===== src/sls_pkg.sv =====
package sls_pkg;

    // Width of a level value.
    localparam int LEVEL_BITS = 20;

    // Fixed field widths.
    localparam int CFG_DATA_BITS  = 20;
    localparam int CFG_INDEX_BITS = 2;
    localparam int LIMIT_BITS     = 8;
    localparam int SHARE_BITS     = 16;
    localparam int ACTION_BITS    = 2;
    localparam int RESULT_BITS    = 2;

    // Growth arithmetic widths (Q16 fixed point).
    localparam int H_BITS      = SHARE_BITS + 1;
    localparam int HH_BITS     = 2 * H_BITS - 1;
    localparam int H3_BITS     = HH_BITS + H_BITS - 1;
    localparam int FACTOR_BITS = H_BITS + 1;
    localparam int PROD_BITS   = LEVEL_BITS + FACTOR_BITS;

    typedef logic [LEVEL_BITS-1:0] level_t;

    // Configuration register indexes.
    localparam logic [CFG_INDEX_BITS-1:0] REG_MAX_LEVEL       = 2'd0;
    localparam logic [CFG_INDEX_BITS-1:0] REG_START_LEVEL     = 2'd1;
    localparam logic [CFG_INDEX_BITS-1:0] REG_BISECTION_LIMIT = 2'd2;

    // Input operation codes.
    localparam logic OP_START  = 1'b0;
    localparam logic OP_REPORT = 1'b1;

    // Trial outcome codes.
    localparam logic [RESULT_BITS-1:0] TR_PASSED    = 2'd0;
    localparam logic [RESULT_BITS-1:0] TR_FAILED    = 2'd1;
    localparam logic [RESULT_BITS-1:0] TR_SRC_LIMIT = 2'd2;
    localparam logic [RESULT_BITS-1:0] TR_CANCELLED = 2'd3;

    // Result action codes.
    localparam logic [ACTION_BITS-1:0] ACT_TRY      = 2'd0;
    localparam logic [ACTION_BITS-1:0] ACT_FINISHED = 2'd1;
    localparam logic [ACTION_BITS-1:0] ACT_IGNORED  = 2'd2;

    // Search phase.
    typedef enum logic [1:0] {
        PH_IDLE   = 2'd0,
        PH_GROW   = 2'd1,
        PH_HALVE  = 2'd2,
        PH_REFINE = 2'd3
    } phase_t;

    // Controller sequence.
    typedef enum logic [2:0] {
        CS_IDLE,
        CS_MUL1,
        CS_MUL2,
        CS_MUL3,
        CS_COMMIT
    } ctrl_state_t;

    // Commands from the controller to the datapath.
    typedef struct packed {
        logic load_in;
        logic mul1;
        logic mul2;
        logic mul3;
        logic commit;
    } dp_cmd_t;

endpackage


===== src/sls_ctrl.sv =====
module sls_ctrl
    import sls_pkg::*;
(
    input  logic    clk,
    input  logic    rst_n,
    input  logic    in_valid,
    output logic    in_stall,
    output logic    out_valid,
    input  logic    out_stall,
    output dp_cmd_t cmd
);

    ctrl_state_t state_reg;
    ctrl_state_t state_next;
    logic        out_valid_reg;
    logic        out_valid_next;
    logic        in_beat;
    logic        out_free;

    assign in_stall  = (state_reg != CS_IDLE);
    assign in_beat   = in_valid && !in_stall;
    assign out_valid = out_valid_reg;
    // The output register can take a result when empty or emptied this cycle.
    assign out_free  = !out_valid_reg || !out_stall;

    // Next state.
    always_comb
    begin
        state_next = state_reg;
        unique case (state_reg)
            CS_IDLE:
            begin
                if (in_beat)
                begin
                    state_next = CS_MUL1;
                end
            end
            CS_MUL1:   state_next = CS_MUL2;
            CS_MUL2:   state_next = CS_MUL3;
            CS_MUL3:   state_next = CS_COMMIT;
            CS_COMMIT:
            begin
                if (out_free)
                begin
                    state_next = CS_IDLE;
                end
            end
            default:   state_next = CS_IDLE;
        endcase
    end

    // Datapath commands.
    always_comb
    begin
        cmd = '0;
        unique case (state_reg)
            CS_IDLE:   cmd.load_in = in_beat;
            CS_MUL1:   cmd.mul1    = 1'b1;
            CS_MUL2:   cmd.mul2    = 1'b1;
            CS_MUL3:   cmd.mul3    = 1'b1;
            CS_COMMIT: cmd.commit  = out_free;
            default:   cmd         = '0;
        endcase
    end

    // Output beat tracking.
    always_comb
    begin
        out_valid_next = out_valid_reg;
        if (out_valid_reg && !out_stall)
        begin
            out_valid_next = 1'b0;
        end
        if (cmd.commit)
        begin
            out_valid_next = 1'b1;
        end
    end

    always_ff @(posedge clk or negedge rst_n)
    begin
        if (!rst_n)
        begin
            state_reg     <= CS_IDLE;
            out_valid_reg <= 1'b0;
        end
        else
        begin
            state_reg     <= state_next;
            out_valid_reg <= out_valid_next;
        end
    end

endmodule


===== src/sls_dp.sv =====
module sls_dp
    import sls_pkg::*;
(
    input  logic                      clk,
    input  logic                      rst_n,
    input  dp_cmd_t                   cmd,
    input  logic                      cfg_we,
    input  logic [CFG_INDEX_BITS-1:0] cfg_index,
    input  logic [CFG_DATA_BITS-1:0]  cfg_data,
    input  logic                      op,
    input  logic [RESULT_BITS-1:0]    trial_result,
    input  logic [SHARE_BITS-1:0]     backlog_use,
    output logic [ACTION_BITS-1:0]    action,
    output level_t                    level,
    output logic                      reached_max,
    output logic                      inconclusive,
    output logic                      cancelled
);

    // Configuration registers.
    level_t                  max_level_reg;
    level_t                  start_level_reg;
    logic [LIMIT_BITS-1:0]   limit_reg;

    // Latched input beat.
    logic                    op_reg;
    logic [RESULT_BITS-1:0]  trial_reg;
    logic [SHARE_BITS-1:0]   share_reg;

    // Growth arithmetic pipeline.
    logic [H_BITS-1:0]       h_reg;
    logic [HH_BITS-1:0]      hh_reg;
    logic [H3_BITS-1:0]      h3_reg;
    logic [PROD_BITS-1:0]    prod_reg;

    // Search state.
    phase_t                  phase_reg, phase_next;
    level_t                  cur_reg, cur_next;
    level_t                  bp_reg, bp_next;
    level_t                  lb_reg, lb_next;
    level_t                  lrf_reg, lrf_next;
    logic [LIMIT_BITS-1:0]   bd_reg, bd_next;
    logic                    rm_reg, rm_next;
    logic                    inc_reg, inc_next;
    logic                    can_reg, can_next;

    // Result payload.
    logic [ACTION_BITS-1:0]  res_action;
    level_t                  res_level;
    logic                    res_rm;
    logic                    res_inc;
    logic                    res_can;
    logic [ACTION_BITS-1:0]  action_reg;
    level_t                  level_reg;
    logic                    rm_out_reg;
    logic                    inc_out_reg;
    logic                    can_out_reg;

    // Combinational helpers.
    logic [H_BITS-1:0]       two_share;
    logic [H_BITS-1:0]       h_val;
    logic [H3_BITS-1:0]      h3_round;
    logic [FACTOR_BITS-1:0]  factor;
    logic [PROD_BITS-1:0]    prod_round;
    logic [PROD_BITS-17:0]   grow_raw;
    logic [LEVEL_BITS:0]     level_inc;
    logic [PROD_BITS-17:0]   grow_floor;
    level_t                  grow_level;
    level_t                  cap;
    level_t                  start_clamp;
    logic                    passed;
    level_t                  upd_bp;
    level_t                  upd_lb;
    level_t                  upd_lrf;
    logic                    upd_inc;
    logic                    grow_more;
    logic                    cap_pass;
    logic [LEVEL_BITS:0]     mid_sum;
    level_t                  mid;
    logic                    halve_go;
    logic                    refine_go;

    // Configuration writes.
    always_ff @(posedge clk or negedge rst_n)
    begin
        if (!rst_n)
        begin
            max_level_reg   <= level_t'(20'hFFFFF);
            start_level_reg <= level_t'(1);
            limit_reg       <= LIMIT_BITS'(8);
        end
        else if (cfg_we)
        begin
            if (cfg_index == REG_MAX_LEVEL)
            begin
                max_level_reg <= level_t'(cfg_data);
            end
            if (cfg_index == REG_START_LEVEL)
            begin
                start_level_reg <= level_t'(cfg_data);
            end
            if (cfg_index == REG_BISECTION_LIMIT)
            begin
                limit_reg <= cfg_data[LIMIT_BITS-1:0];
            end
        end
    end

    // Input beat capture.
    always_ff @(posedge clk)
    begin
        if (cmd.load_in)
        begin
            op_reg    <= op;
            trial_reg <= trial_result;
            share_reg <= backlog_use;
        end
    end

    // Headroom h = 1 - 2*share in Q16, floored at zero.
    assign two_share = {share_reg, 1'b0};
    assign h_val     = two_share[H_BITS-1] ? '0 : (H_BITS'(65536) - two_share);

    // Cube rounded to Q16, then the growth factor 1 + h^3.
    assign h3_round = h3_reg + H3_BITS'(64'h8000_0000);
    assign factor   = FACTOR_BITS'(65536) + FACTOR_BITS'(h3_round[H3_BITS-1:32]);

    // Multiplier pipeline, one product per cycle.
    always_ff @(posedge clk)
    begin
        if (cmd.mul1)
        begin
            h_reg  <= h_val;
            hh_reg <= HH_BITS'(h_val * h_val);
        end
        if (cmd.mul2)
        begin
            h3_reg <= H3_BITS'(hh_reg * h_reg);
        end
        if (cmd.mul3)
        begin
            prod_reg <= PROD_BITS'(cur_reg * factor);
        end
    end

    // Rounded growth level, at least level + 1, at most the cap.
    assign cap        = (max_level_reg == '0) ? level_t'(1) : max_level_reg;
    assign prod_round = prod_reg + PROD_BITS'(32768);
    assign grow_raw   = prod_round[PROD_BITS-1:16];
    assign level_inc  = {1'b0, cur_reg} + (LEVEL_BITS+1)'(1);
    assign grow_floor = (grow_raw < (PROD_BITS-16)'(level_inc))
                        ? (PROD_BITS-16)'(level_inc) : grow_raw;
    assign grow_level = (grow_floor > (PROD_BITS-16)'(cap))
                        ? cap : grow_floor[LEVEL_BITS-1:0];

    // Start level clamped into one to the cap.
    always_comb
    begin
        start_clamp = start_level_reg;
        if (start_clamp == '0)
        begin
            start_clamp = level_t'(1);
        end
        if (start_clamp > cap)
        begin
            start_clamp = cap;
        end
    end

    // Bound updates from a trial report.
    assign passed  = (trial_reg == TR_PASSED);
    assign upd_bp  = (passed && (cur_reg > bp_reg)) ? cur_reg : bp_reg;
    assign upd_lb  = (!passed && ((lb_reg == '0) || (cur_reg < lb_reg))) ? cur_reg : lb_reg;
    assign upd_lrf = ((trial_reg == TR_FAILED) && ((lrf_reg == '0) || (cur_reg < lrf_reg)))
                     ? cur_reg : lrf_reg;
    assign upd_inc = (upd_lb != '0) && (upd_lrf != upd_lb);

    // Phase decisions after a report.
    assign grow_more = (phase_reg == PH_GROW) && passed && (cur_reg < cap);
    assign cap_pass  = (phase_reg == PH_GROW) && passed && (cur_reg >= cap);
    assign mid_sum   = {1'b0, upd_bp} + {1'b0, upd_lb};
    assign mid       = mid_sum[LEVEL_BITS:1];
    assign halve_go  = (upd_bp == '0) && (upd_lb > level_t'(1));
    assign refine_go = (upd_lb != '0) && (bd_reg < limit_reg)
                       && (mid > upd_bp) && (mid < upd_lb);

    // Next search state and result.
    always_comb
    begin
        phase_next = phase_reg;
        cur_next   = cur_reg;
        bp_next    = bp_reg;
        lb_next    = lb_reg;
        lrf_next   = lrf_reg;
        bd_next    = bd_reg;
        rm_next    = rm_reg;
        inc_next   = inc_reg;
        can_next   = can_reg;
        res_action = ACT_IGNORED;
        res_level  = '0;
        res_rm     = 1'b0;
        res_inc    = 1'b0;
        res_can    = 1'b0;
        priority if (op_reg == OP_START)
        begin
            bp_next    = '0;
            lb_next    = '0;
            lrf_next   = '0;
            bd_next    = '0;
            rm_next    = 1'b0;
            inc_next   = 1'b0;
            can_next   = 1'b0;
            phase_next = PH_GROW;
            cur_next   = start_clamp;
            res_action = ACT_TRY;
            res_level  = start_clamp;
        end
        else if (phase_reg == PH_IDLE)
        begin
            res_action = ACT_IGNORED;
        end
        else if (trial_reg == TR_CANCELLED)
        begin
            can_next   = 1'b1;
            phase_next = PH_IDLE;
            res_action = ACT_FINISHED;
            res_level  = bp_reg;
            res_rm     = rm_reg;
            res_inc    = inc_reg;
            res_can    = 1'b1;
        end
        else
        begin
            bp_next  = upd_bp;
            lb_next  = upd_lb;
            lrf_next = upd_lrf;
            inc_next = upd_inc;
            if (grow_more)
            begin
                phase_next = PH_GROW;
                cur_next   = grow_level;
                res_action = ACT_TRY;
                res_level  = grow_level;
            end
            else
            begin
                rm_next = rm_reg | cap_pass;
                priority if (halve_go)
                begin
                    phase_next = PH_HALVE;
                    cur_next   = upd_lb >> 1;
                    res_action = ACT_TRY;
                    res_level  = upd_lb >> 1;
                end
                else if (refine_go)
                begin
                    bd_next    = bd_reg + LIMIT_BITS'(1);
                    phase_next = PH_REFINE;
                    cur_next   = mid;
                    res_action = ACT_TRY;
                    res_level  = mid;
                end
                else
                begin
                    phase_next = PH_IDLE;
                    res_action = ACT_FINISHED;
                    res_level  = upd_bp;
                    res_rm     = rm_next;
                    res_inc    = upd_inc;
                    res_can    = can_reg;
                end
            end
        end
    end

    // Search state registers.
    always_ff @(posedge clk or negedge rst_n)
    begin
        if (!rst_n)
        begin
            phase_reg <= PH_IDLE;
            cur_reg   <= '0;
            bp_reg    <= '0;
            lb_reg    <= '0;
            lrf_reg   <= '0;
            bd_reg    <= '0;
            rm_reg    <= 1'b0;
            inc_reg   <= 1'b0;
            can_reg   <= 1'b0;
        end
        else if (cmd.commit)
        begin
            phase_reg <= phase_next;
            cur_reg   <= cur_next;
            bp_reg    <= bp_next;
            lb_reg    <= lb_next;
            lrf_reg   <= lrf_next;
            bd_reg    <= bd_next;
            rm_reg    <= rm_next;
            inc_reg   <= inc_next;
            can_reg   <= can_next;
        end
    end

    // Output register, held while the receiver stalls.
    always_ff @(posedge clk)
    begin
        if (cmd.commit)
        begin
            action_reg  <= res_action;
            level_reg   <= res_level;
            rm_out_reg  <= res_rm;
            inc_out_reg <= res_inc;
            can_out_reg <= res_can;
        end
    end

    assign action       = action_reg;
    assign level        = level_reg;
    assign reached_max  = rm_out_reg;
    assign inconclusive = inc_out_reg;
    assign cancelled    = can_out_reg;

endmodule


===== src/sustainable_level_search_unit.sv =====
// Highest sustainable level search controller.
// Input channel (in_valid / in_stall): one beat is either a start command
// (op 0), which clears the search and asks for the start level, or the report
// of the trial last requested (op 1) with its outcome and backlog share.
// Output channel (out_valid / out_stall): exactly one result beat per input
// beat: try a level, search finished with the best passing level and flags,
// or report ignored while no search runs.
// An input beat, once taken, passes the registered multiply chain for the growth
// cube and scaling (states MUL1, MUL2, MUL3), then the decision state (COMMIT)
// that loads the output register. One item is in work at a time and the
// controller takes the next beat only once it is back in idle, so no new beat
// is taken before the last one has passed the decision state.
// The output register frees the input side: a new beat is taken while an
// earlier result still waits. A stalled result holds, and the decision of the
// next item waits until the output register is free.
// Configuration writes (cfg_we, cfg_index, cfg_data) take effect at once and
// are meant for idle periods.
// Reset sets the configuration registers to their defaults and the search to idle.
module sustainable_level_search_unit
    import sls_pkg::*;
(
    input  logic                      clk,
    input  logic                      rst_n,
    input  logic                      cfg_we,
    input  logic [CFG_INDEX_BITS-1:0] cfg_index,
    input  logic [CFG_DATA_BITS-1:0]  cfg_data,
    input  logic                      in_valid,
    output logic                      in_stall,
    input  logic                      op,
    input  logic [RESULT_BITS-1:0]    trial_result,
    input  logic [SHARE_BITS-1:0]     backlog_use,
    output logic                      out_valid,
    input  logic                      out_stall,
    output logic [ACTION_BITS-1:0]    action,
    output level_t                    level,
    output logic                      reached_max,
    output logic                      inconclusive,
    output logic                      cancelled
);

    dp_cmd_t cmd;

    // Sequencing and handshakes.
    sls_ctrl u_ctrl
    (
        .clk       (clk),
        .rst_n     (rst_n),
        .in_valid  (in_valid),
        .in_stall  (in_stall),
        .out_valid (out_valid),
        .out_stall (out_stall),
        .cmd       (cmd)
    );

    // Arithmetic, search state and result register.
    sls_dp u_dp
    (
        .clk          (clk),
        .rst_n        (rst_n),
        .cmd          (cmd),
        .cfg_we       (cfg_we),
        .cfg_index    (cfg_index),
        .cfg_data     (cfg_data),
        .op           (op),
        .trial_result (trial_result),
        .backlog_use  (backlog_use),
        .action       (action),
        .level        (level),
        .reached_max  (reached_max),
        .inconclusive (inconclusive),
        .cancelled    (cancelled)
    );

endmodule

===== config.mk =====
export PLATFORM = sky130hd
export DESIGN_NAME = sustainable_level_search_unit
export DESIGN_NICKNAME = d
export VERILOG_FILES = /design/src/sls_pkg.sv /design/src/sls_ctrl.sv /design/src/sls_dp.sv /design/src/sustainable_level_search_unit.sv
export SDC_FILE = /design/constraint.sdc
export NUM_CORES = 2
export LEC_CHECK = 0
export BUFFER_PORTS_ARGS = -buffer_cell sky130_fd_sc_hd__buf_4
export CORE_UTILIZATION = 35
export CTS_BUF_LIST = sky130_fd_sc_hd__clkbuf_2 sky130_fd_sc_hd__clkbuf_4 sky130_fd_sc_hd__clkbuf_8
export DETAILED_ROUTE_END_ITERATION = 6
export GPL_ROUTABILITY_DRIVEN = 0
export PLACE_DENSITY_LB_ADDON = 0.1
export SLEW_MARGIN = 30
export SYNTH_ARGS = -nofsm -noshare
export SYNTH_HDL_FRONTEND = slang
export SYNTH_HIERARCHICAL = 1
export SYNTH_SLANG_ARGS = --single-unit

===== constraint.sdc =====
create_clock -name clk -period 22.6 [get_ports clk]
set_input_delay 2.26 -clock clk [delete_from_list [all_inputs] [get_ports clk]]
set_output_delay 2.26 -clock clk [all_outputs]
set_load 0.03 [all_outputs]

==> impl_metrics.env <==
export IMPL_outcome="finished, final reports clean"
export IMPL_grt_ovfl_total=0
export IMPL_synth_ff_type="edfxtp_1"
export IMPL_critical_path_class="reg -> reg"
export IMPL_antenna_left=0
export IMPL_rr_worst_depth=28
export IMPL_ys_warn_count=6
export IMPL_num_io_pins=73
export IMPL_first_pass_iters=5
export IMPL_tritoncts="done"
export IMPL_reg2reg_slack_ns=12.87
export IMPL_fin_ws_ns=12.87
export IMPL_port_buffers=72
export IMPL_grt_usage=0.2258
export IMPL_viasPerCell=5.076
export IMPL_grt_pass1_vias=41445
export IMPL_wl_per_cell_um=21.26
export IMPL_setup_tns_ns=0
export IMPL_crit_top_cell="a21oi_1"
export IMPL_max_slew_margin=0.3352
export IMPL_avgSynthCellArea_um2=8.925
export IMPL_hold_start="u_dp/can_reg"
export IMPL_drv_slew=0
export IMPL_synth_edf_count=130
export IMPL_wirelength_mm=164.4
export IMPL_path_buf_inv=2
export IMPL_nets=7214
export IMPL_holdBufCountCts=0
export IMPL_holdCritPathClass="reg -> reg"
export IMPL_finalCritPeriodShare=0.4306
export IMPL_start_kind="flip-flop"
export IMPL_critPathRequiredTime_ns=23.17
export IMPL_timing_final_hold_violations=0
export IMPL_area_growth_pct=8.081
export IMPL_final_cell_mix="inv_1 (1177), fa_1 (820), nand2_1 (715)"
export IMPL_cts_buffer_depth=3
export IMPL_setup_viol=0
export IMPL_crit_family="compound AO/OA/AOI/OAI gates"
export IMPL_cts_clk_slew_worst_paths_ns=0.06
export IMPL_arrival_ns=10.31
export IMPL_start_util=0.3541
export IMPL_end_kind="flip-flop"
export IMPL_h_tree_depth=2
export IMPL_die_h_um=386.4
export IMPL_fin_skew_ns=0.07770
export IMPL_cts_resized_gates=0
export IMPL_rsz0062_at_grt="no"
export IMPL_cts_setup_buffers=0
export IMPL_ys_ff_latch=275
export IMPL_tightest_slew_ns=0.9868
export IMPL_crit_fanout=40
export IMPL_seq_area_frac_synth=0.1461
export IMPL_layout_commonest_cell="inv_1"
export IMPL_fin_util=0.3827
export IMPL_antenna_found_initial=11
export IMPL_drc_errors=0
export IMPL_insertion_delay_ns=0.77
export IMPL_fmax_mhz=102.8
export IMPL_grt_max_degree=54
export IMPL_max_stage_delay_ns=0.80
export IMPL_setup_worst_path_end="u_dp/cur_reg[17]"
export IMPL_r2r_end="u_dp/cur_reg[17]"
export IMPL_critical_path_startpoint="u_dp/cur_reg[16]"
export IMPL_cap_violations=0
export IMPL_r2r_start="u_dp/cur_reg[16]"
export IMPL_cts_made_buffers=58
export IMPL_hold_slack_ns=0.5037
export IMPL_vias=39270
export IMPL_syn_inst=5796
export IMPL_coreArea_um2=146100
export IMPL_cts_sinks=275
export IMPL_first_iter_violations=2919
export IMPL_layout_drive_gt1_share=0.06913
export IMPL_yosys_cell_types_count=89
export IMPL_pre_cts_ws_ns=13.39
export IMPL_die_w_um=386.4
export IMPL_synth_area_um2=51730
export IMPL_grt_pass1_wl_mm=259.1
export IMPL_rows=140
export IMPL_post_dp_hpwl_mm=126.6
export IMPL_dieArea_um2=149300
export IMPL_root_buffer="clkbuf_8"
export IMPL_async_flop_share=0.5273
export IMPL_cp_depth=28
export IMPL_crit_path_top_delay_cell="o311ai_0"
export IMPL_largest_reg_flops=30
export IMPL_min_period_ns=9.731
==> per-stage QoR <==
| step | std cells | area, µm² |
|---|---|---|
| after CTS | 7731 | 55880 |
| final | 7736 | 55910 |
| after global placement | 7621 | 54610 |
| after global routing | 7733 | 55900 |
| after floorplan | 5807 | 51770 |
| after detailed placement | 7622 | 54630 |
==> area by class of cell <==
type / count / area, µm²
multi-input combinational: 4071 / 38880
clock buffer: 81 / 989.7
clock inverter: 28 / 266.5
inverter: 1180 / 4429
fill: 15105 / 90180
timing repair buffer: 180 / 1370
antenna: 4 / 10.01
tap: 1917 / 2399
sequential: 275 / 7560
==> layer usage <==
| layer | track usage | wire length [µm] |
|---|---|---|
| met1 | 0.3440 | 81070 |
| met2 | 0.3416 | 70820 |
| met3 | 0.02635 | 9370 |
| met4 | 0.04506 | 3178 |
| met5 | 0 | 0 |
==> how the worst min path moves through the flow <==
| stage | depth (start not counted) | to | slack [ns] |
|---|---|---|---|
| floorplan | 2 | u_dp/can_reg | 0.46 |
| global route | 1 | u_dp/inc_reg | 0.52 |
| CTS | 1 | u_dp/inc_reg | 0.50 |
| detailed placement | 1 | u_dp/inc_reg | 0.48 |
| finish | 2 | u_dp/can_reg | 0.50 |
| global placement | 2 | u_dp/can_reg | 0.48 |
==> tightest hold or removal path, cell delays in order (launching register included) <==
cell and delay [ns]:
dfrtp_1 0.35, a21oi_1 0.04, nor2_1 0.07
==> Yosys cell counts (5+ instances only) <==
master / count / area share
ha_1: 582 / 0.14
a211oi_1: 19 / 0.0028
o211ai_1: 25 / 0.0036
nor2_1: 322 / 0.023
nand3b_1: 5 / 0.00073
or2_2: 11 / 0.0013
nor3_1: 54 / 0.0052
a22o_1: 24 / 0.0041
o31ai_1: 11 / 0.0016
o21a_1: 25 / 0.0036
xor2_1: 62 / 0.010
dfstp_2: 22 / 0.011
o21ai_0: 150 / 0.015
and2_1: 237 / 0.029
a21oi_1: 213 / 0.021
xnor2_1: 118 / 0.020
o21bai_1: 13 / 0.0019
and4_1: 6 / 0.0010
o22ai_1: 9 / 0.0011
clkbuf_1: 267 / 0.019
or4_1: 11 / 0.0016
mux2i_1: 52 / 0.010
inv_1: 1177 / 0.085
fa_1: 820 / 0.32
buf_1: 5 / 0.00036
a21boi_0: 5 / 0.00073
a31oi_1: 28 / 0.0034
and3_1: 14 / 0.0017
nand2_1: 715 / 0.052
nand4_1: 53 / 0.0064
a221o_1: 7 / 0.0014
buf_2: 7 / 0.00068
nand2b_1: 35 / 0.0042
a211o_1: 7 / 0.0012
a21o_1: 95 / 0.014
mux2_2: 48 / 0.010
dfrtp_1: 123 / 0.060
nor4_1: 32 / 0.0039
edfxtp_1: 130 / 0.075
or3_1: 14 / 0.0017
o2111ai_1: 5 / 0.00085
nor2b_1: 94 / 0.011
nand3_1: 57 / 0.0055
==> cells by family (layout without fill, tap and decap cells) <==
| group | count (synthesis) | count (layout) | synth area share |
|---|---|---|---|
| XOR/XNOR | 180 | 180 | 0.03048 |
| AO/OA/AOI/OAI | 699 | 699 | 0.08700 |
| buffers and inverters | 1461 | 1469 | 0.1063 |
| AND/OR/NAND/NOR | 1677 | 1677 | 0.1513 |
| flip-flops | 275 | 275 | 0.1461 |
| other | 2 | 17 | 0.0001452 |
| multiplexers | 100 | 100 | 0.02051 |
| adder cells (fa/ha/maj) | 1402 | 1402 | 0.4581 |
Power is left out: the tool's default activity adds up to more than one toggle a clock period on the data nets, which glitch-free logic cannot reach.
